### src/rtl/iir_fourth_order_filter_top_defines.svh
// ----------------------------------------------------------------------------
// iir filter assertion macros
// shared concurrent assertion forms used by the filter rtl
// ----------------------------------------------------------------------------
`ifndef IIR_FOURTH_ORDER_FILTER_TOP_DEFINES_SVH
`define IIR_FOURTH_ORDER_FILTER_TOP_DEFINES_SVH

// condition implies check in the same cycle
`define IIRF_ASSERT_SAME(label, clk, rst, cond, check, msg) \
   label: assert property (@(posedge clk) disable iff (rst) (cond) |-> (check)) \
      else $error(msg);

// condition implies check in the following cycle
`define IIRF_ASSERT_NEXT(label, clk, rst, cond, check, msg) \
   label: assert property (@(posedge clk) disable iff (rst) (cond) |=> (check)) \
      else $error(msg);

`endif

### src/rtl/iirf_pkg.sv
// ----------------------------------------------------------------------------
// iirf_pkg
// shared widths, register map and coefficient bundle for the iir filter
// ----------------------------------------------------------------------------
package iirf_pkg;

   localparam int SAMPLE_BITS    = 24;
   localparam int COEF_BITS      = 32;
   localparam int COEF_FRAC_BITS = 28;
   localparam int TAPS           = 4;

   localparam int PROD_BITS = SAMPLE_BITS + COEF_BITS;
   // nine products plus the rounding term need four guard bits
   localparam int ACC_BITS  = PROD_BITS + 4;

   localparam int CSR_DATA_BITS = 64;
   localparam int CSR_ADDR_BITS = 6;
   localparam int REG_IDX_BITS  = 3;
   localparam int REG_LSB       = 3;

   localparam logic [CSR_DATA_BITS-1:0] COEF_B0_B1_RESET = 64'h1000_0000_0000_0000;

   localparam logic signed [ACC_BITS-1:0] ROUND_CONST =
      ACC_BITS'(64'd1 << (COEF_FRAC_BITS - 1));

   typedef enum logic [REG_IDX_BITS-1:0] {
      REG_B0_B1 = 3'd0,
      REG_B2_B3 = 3'd1,
      REG_B4_A1 = 3'd2,
      REG_A2_A3 = 3'd3,
      REG_A4    = 3'd4
   } reg_idx_type;

   typedef struct packed {
      logic [TAPS:0][COEF_BITS-1:0]   b;
      logic [TAPS-1:0][COEF_BITS-1:0] a;
   } coef_type;

endpackage

### src/rtl/iirf_csr.sv
// ----------------------------------------------------------------------------
// iirf_csr
// coefficient register file behind the apb-style configuration port
// ----------------------------------------------------------------------------
module iirf_csr (
   input  logic                                   clock,
   input  logic                                   reset,
   input  logic                                   csr_psel,
   input  logic                                   csr_penable,
   input  logic                                   csr_pwrite,
   input  logic [iirf_pkg::CSR_ADDR_BITS-1:0]     csr_paddr,
   input  logic [iirf_pkg::CSR_DATA_BITS-1:0]     csr_pwdata,
   output logic [iirf_pkg::CSR_DATA_BITS-1:0]     csr_prdata,
   output logic                                   csr_pready,
   output iirf_pkg::coef_type                     coef
);

   logic [iirf_pkg::CSR_DATA_BITS-1:0] b0_b1_ff, b0_b1_in;
   logic [iirf_pkg::CSR_DATA_BITS-1:0] b2_b3_ff, b2_b3_in;
   logic [iirf_pkg::CSR_DATA_BITS-1:0] b4_a1_ff, b4_a1_in;
   logic [iirf_pkg::CSR_DATA_BITS-1:0] a2_a3_ff, a2_a3_in;
   logic [iirf_pkg::COEF_BITS-1:0]     a4_ff, a4_in;
   logic                               wr_en;
   iirf_pkg::reg_idx_type              reg_idx;

   assign csr_pready = 1'b1;
   assign wr_en      = csr_psel && csr_penable && csr_pwrite;
   assign reg_idx    = iirf_pkg::reg_idx_type'(
      csr_paddr[iirf_pkg::REG_LSB +: iirf_pkg::REG_IDX_BITS]);

   always_comb begin
      b0_b1_in = b0_b1_ff;
      b2_b3_in = b2_b3_ff;
      b4_a1_in = b4_a1_ff;
      a2_a3_in = a2_a3_ff;
      a4_in    = a4_ff;
      if (wr_en) begin
         case (reg_idx)
            iirf_pkg::REG_B0_B1: b0_b1_in = csr_pwdata;
            iirf_pkg::REG_B2_B3: b2_b3_in = csr_pwdata;
            iirf_pkg::REG_B4_A1: b4_a1_in = csr_pwdata;
            iirf_pkg::REG_A2_A3: a2_a3_in = csr_pwdata;
            iirf_pkg::REG_A4:    a4_in    = csr_pwdata[iirf_pkg::COEF_BITS-1:0];
            default: ;
         endcase
      end
   end

   always_ff @(posedge clock) begin
      if (reset) begin
         b0_b1_ff <= iirf_pkg::COEF_B0_B1_RESET;
         b2_b3_ff <= '0;
         b4_a1_ff <= '0;
         a2_a3_ff <= '0;
         a4_ff    <= '0;
      end else begin
         b0_b1_ff <= b0_b1_in;
         b2_b3_ff <= b2_b3_in;
         b4_a1_ff <= b4_a1_in;
         a2_a3_ff <= a2_a3_in;
         a4_ff    <= a4_in;
      end
   end

   always_comb begin
      case (reg_idx)
         iirf_pkg::REG_B0_B1: csr_prdata = b0_b1_ff;
         iirf_pkg::REG_B2_B3: csr_prdata = b2_b3_ff;
         iirf_pkg::REG_B4_A1: csr_prdata = b4_a1_ff;
         iirf_pkg::REG_A2_A3: csr_prdata = a2_a3_ff;
         iirf_pkg::REG_A4:    csr_prdata = iirf_pkg::CSR_DATA_BITS'(a4_ff);
         default:             csr_prdata = '0;
      endcase
   end

   // high half holds the first-named coefficient of each pair
   assign coef.b[0] = b0_b1_ff[63:32];
   assign coef.b[1] = b0_b1_ff[31:0];
   assign coef.b[2] = b2_b3_ff[63:32];
   assign coef.b[3] = b2_b3_ff[31:0];
   assign coef.b[4] = b4_a1_ff[63:32];
   assign coef.a[0] = b4_a1_ff[31:0];
   assign coef.a[1] = a2_a3_ff[63:32];
   assign coef.a[2] = a2_a3_ff[31:0];
   assign coef.a[3] = a4_ff;

endmodule

### config.mk
export PLATFORM = sky130hd
export DESIGN_NAME = iirf_csr
export DESIGN_NICKNAME = d
export VERILOG_FILES = /design/src/rtl/iir_fourth_order_filter_top_defines.svh /design/src/rtl/iirf_pkg.sv /design/src/rtl/iirf_csr.sv
export SDC_FILE = /design/constraint.sdc
export NUM_CORES = 1
export LEC_CHECK = 0
export ABC_AREA = 1
export BUFFER_PORTS_ARGS = -buffer_cell sky130_fd_sc_hd__clkbuf_2
export CORE_AREA = 2 2 172 300
export CTS_BUF_LIST = sky130_fd_sc_hd__clkbuf_8
export CTS_CLUSTER_SIZE = 28
export DETAILED_ROUTE_END_ITERATION = 7
export DIE_AREA = 0 0 174 302
export GPL_TIMING_DRIVEN = 0
export PLACE_DENSITY_LB_ADDON = 0.08
export SLEW_MARGIN = 20
export SYNTH_ARGS = -nofsm -noshare
export SYNTH_HDL_FRONTEND = slang
export SYNTH_SLANG_ARGS = --single-unit
### constraint.sdc
create_clock -name clock -period 2.05 [get_ports clock]
set_clock_uncertainty 0.15 [all_clocks]
set_input_delay 0.41 -clock clock [delete_from_list [all_inputs] [get_ports clock]]
set_output_delay 0.41 -clock clock [all_outputs]
set_load 0.01 [all_outputs]
==> results.txt <==
Worst Path Arrival: 1.61 ns
Fraction of layout cells with a size suffix above 1: 27.4%
Flop pwr share: 46.0%
Sw Ratio: 29.5%
Antenna-violating nets left: 0
CTS tree: yes
Syn Inst Count: 2271
FF+latch count, synth: 288
Synthesis warning total: 0
Grt met1 use: 30.4%
GRT Residual Overflow: 0
Initial antenna violation count: 2
Synth top area share: 41.6%
Worst Path Max Fanout: 10
Status: finished with violations
Psw: 0.00367 W
Clock root buffer: clkbuf_8
FF-to-FF Start: b2_b3_ff[60]
P&R area growth vs syn: 42.7%
IO Pins: 428
Clock Latency Late Sink: 0.61 ns
DP HPWL: 54500 um
R2r worst-path depth: 2
Minimum clock period after layout: 2.17 ns
Power per cell area: 631 mW/mm^2
Vias in the first global route: 15600
Hold path startpoint: csr_pwdata[62]
Post-Syn Nets: 2346
Total CTS buffers: 48
Worst hold endpoint: a2_a3_ff[62]
Design area: 0.0198 sq mm
Final Power: 0.0125 W
DR pass1 iterations: 5
Hold Crit Depth: 5
IO buf count: 423
Drt drc: 0
Violated checks: setup timing
Power Internal: 0.00880 W
Initial Util: 27.6%
Slowest cell on crit path: buf_6
Max-slew headroom: 35.0%
Register area share after synthesis: 41.6%
Worst min-delay path category: primary input to flip-flop
Clock sink count: 288
Syn avg cell area: 6.10 sq um
Cell chain of the critical path: clkbuf_16 > clkinv_8 > buf_8 > buf_6 > buf_6 > nand4_1 > nand2_1 > nor2_1 > nand2_1 > clkbuf_2
Leakage Power: 9.80 nW
Met3 Usage GRT: 4.52%
First-pass GRT wire length: 108000 um
Final Worst Setup Slack: -0.122 ns
RePlAce Congestion: 0.844
Dpl cell area: 0.0168 sq mm
Synth top area cells: dfxtp_1 42%, nor2_1 18%, nand2_1 17%
Yosys top cell by area: dfxtp_1
Via count: 16700
Fmax: 460 MHz
Final wirelength: 77100 um
Worst-path clk slew: 0.06 ns
Largest net degree at the start of global routing: 13
CTS Buffer Depth: 3
Yosys cell types: 17
Routed vias/inst: 4.77
Synthesized cell area: 0.0138 sq mm
Die H: 302 um
Die ar.: 0.0525 sq mm
DRT iter0 DRCs: 1114
Worst setup SP type: primary input
H-Tree Depth: 2
Critical path endpoint category: output pin
GRT Overall Usage: 27.9%
Row count: 109
CP max stage delay: 0.18 ns
Reg2reg end: b2_b3_ff[60]
Clock power share: 41.0%
Die W: 174 um
Layout Nets: 2883
Fin. max-slew vios: 0
Combinational power share: 13.0%
Wire length per cell: 22.0 um
Hold Vio Cnt, Final: 0
Required @ worst endpoint: 1.49 ns
# Max-Cap Violations: 0
Core area: 0.0502 sq mm
Worst R2R Setup Slack: 1.20 ns
CP Class: primary input to output pin
M2 GR Usage: 52.1%
Worst-margin pin slew: 0.975 ns
Tcrit/Tclk final: 106%
Worst vdd ir: 354 uV
RSZ-0062 raised after global routing: true
Final setup viols: 64
GRT busiest layer: met2
[sequential cells by signal, indices dropped and copies added, names as in the netlist]
name / count
a2_a3_ff: 64
a4_ff: 32
b0_b1_ff: 64
b2_b3_ff: 64
b4_a1_ff: 64
[placed cells by master (no fill, tap or decap), drive strengths merged]
cell           n
clkinv         4
nand4         44
nand2        633
inv          189
nand3        272
clkinvlp       2
diode          1
nor2         668
dlygate4sd3    9
buf          210
o21ai          1
a21oi         32
clkbuf       485
conb           1
dfxtp        288
[per-layer routing]
layer,wire (um),share of wire (%),vias to the layer above
li1,-,-,8041
met1,27800,36,7775
met2,39300,51,709
met3,4890,6.3,191
met4,5140,6.7,2
met5,11,0.014,-
[metrics by stage]
stage          utilization (%)  hold slack, ns  setup WS [ns]  cells  TNS, ns
3_3_place_gp              33.5           0.337          -1.17   3360  -186.19
6_report                  39.4          0.0399         -0.122   3505    -5.25
2_1_floorplan                -           0.361         0.0541   2271        0
4_1_cts                   38.2         0.00171         -0.188   3491    -7.96
5_1_grt                   39.4          0.0413         -0.175   3505    -8.17
3_5_place_dp              33.5           0.341          -1.16   3360  -186.30
[worst max-delay path: cells and delay by family]
kind                   cells  cell delay, ns
buffers and inverters      6            0.81
and+or+nand+nor            4            0.36
[synthesized netlist by cell type]
| cell type | count |
|---|---|
| inv_1 | 170 |
| nand3_1 | 271 |
| conb_1 | 1 |
| nor2_1 | 662 |
| buf_4 | 4 |
| clkbuf_1 | 47 |
| buf_1 | 26 |
| nand3_2 | 1 |
| a21oi_1 | 32 |
| o21ai_0 | 1 |
| nand4_1 | 44 |
| inv_2 | 4 |
| buf_2 | 81 |
| dfxtp_1 | 288 |
| nor2_2 | 4 |
| nand2_1 | 633 |
| nor2_4 | 2 |
[power by group through the flow]
stage               clock network, W  logic (W)  registers [W]
floorplan                          0   0.000617        0.00588
global placement                   0    0.00125        0.00586
detailed placement                 0    0.00126        0.00586
CTS                          0.00524    0.00153        0.00574
global route                 0.00544    0.00172        0.00575
finish                       0.00512    0.00162        0.00574
[worst max-delay path by stage]
stage / startpoint / to / slack (ns) / depth (start not counted)
floorplan: csr_paddr[4] / csr_prdata[0] / 0.05 / 7
global placement: csr_paddr[5] / csr_prdata[54] / -1.17 / 10
detailed placement: csr_paddr[5] / csr_prdata[54] / -1.16 / 10
CTS: csr_paddr[5] / csr_prdata[52] / -0.19 / 11
global route: csr_paddr[5] / csr_prdata[26] / -0.18 / 11
finish: csr_paddr[5] / csr_prdata[3] / -0.12 / 10
[cell type report]
cell class	count	area, sq um
tap	666	833
clock inverter	21	90.1
antenna	1	2.50
clock buffer	59	812
inverter	174	681
timing repair buffer	489	3140
fill	5747	30400
multi-input combinational	1651	7190
buffer	156	1240
sequential	288	5770
[cells by family (layout without fill, tap and decap cells)]
kind of cell	count (synthesis)	count (layout)	synth area share, %
buf+inv	332	899	9.84
simple gates	1617	1617	47.3
flops	288	288	41.6
other cells	1	2	0.0271
compound gates	33	33	1.19
[timing repair]
action | CTS | global route
hold endpoints to repair | 12 | 0
cloned | 11 | 8
setup endpoints to repair | 64 | 123
hold buffers | 9 | 0
gates resized for setup | 224 | 175
pin swaps | 44 | 56
buffers inserted | 33 | 8
Note: power is estimated with default switching activity, not from simulation.
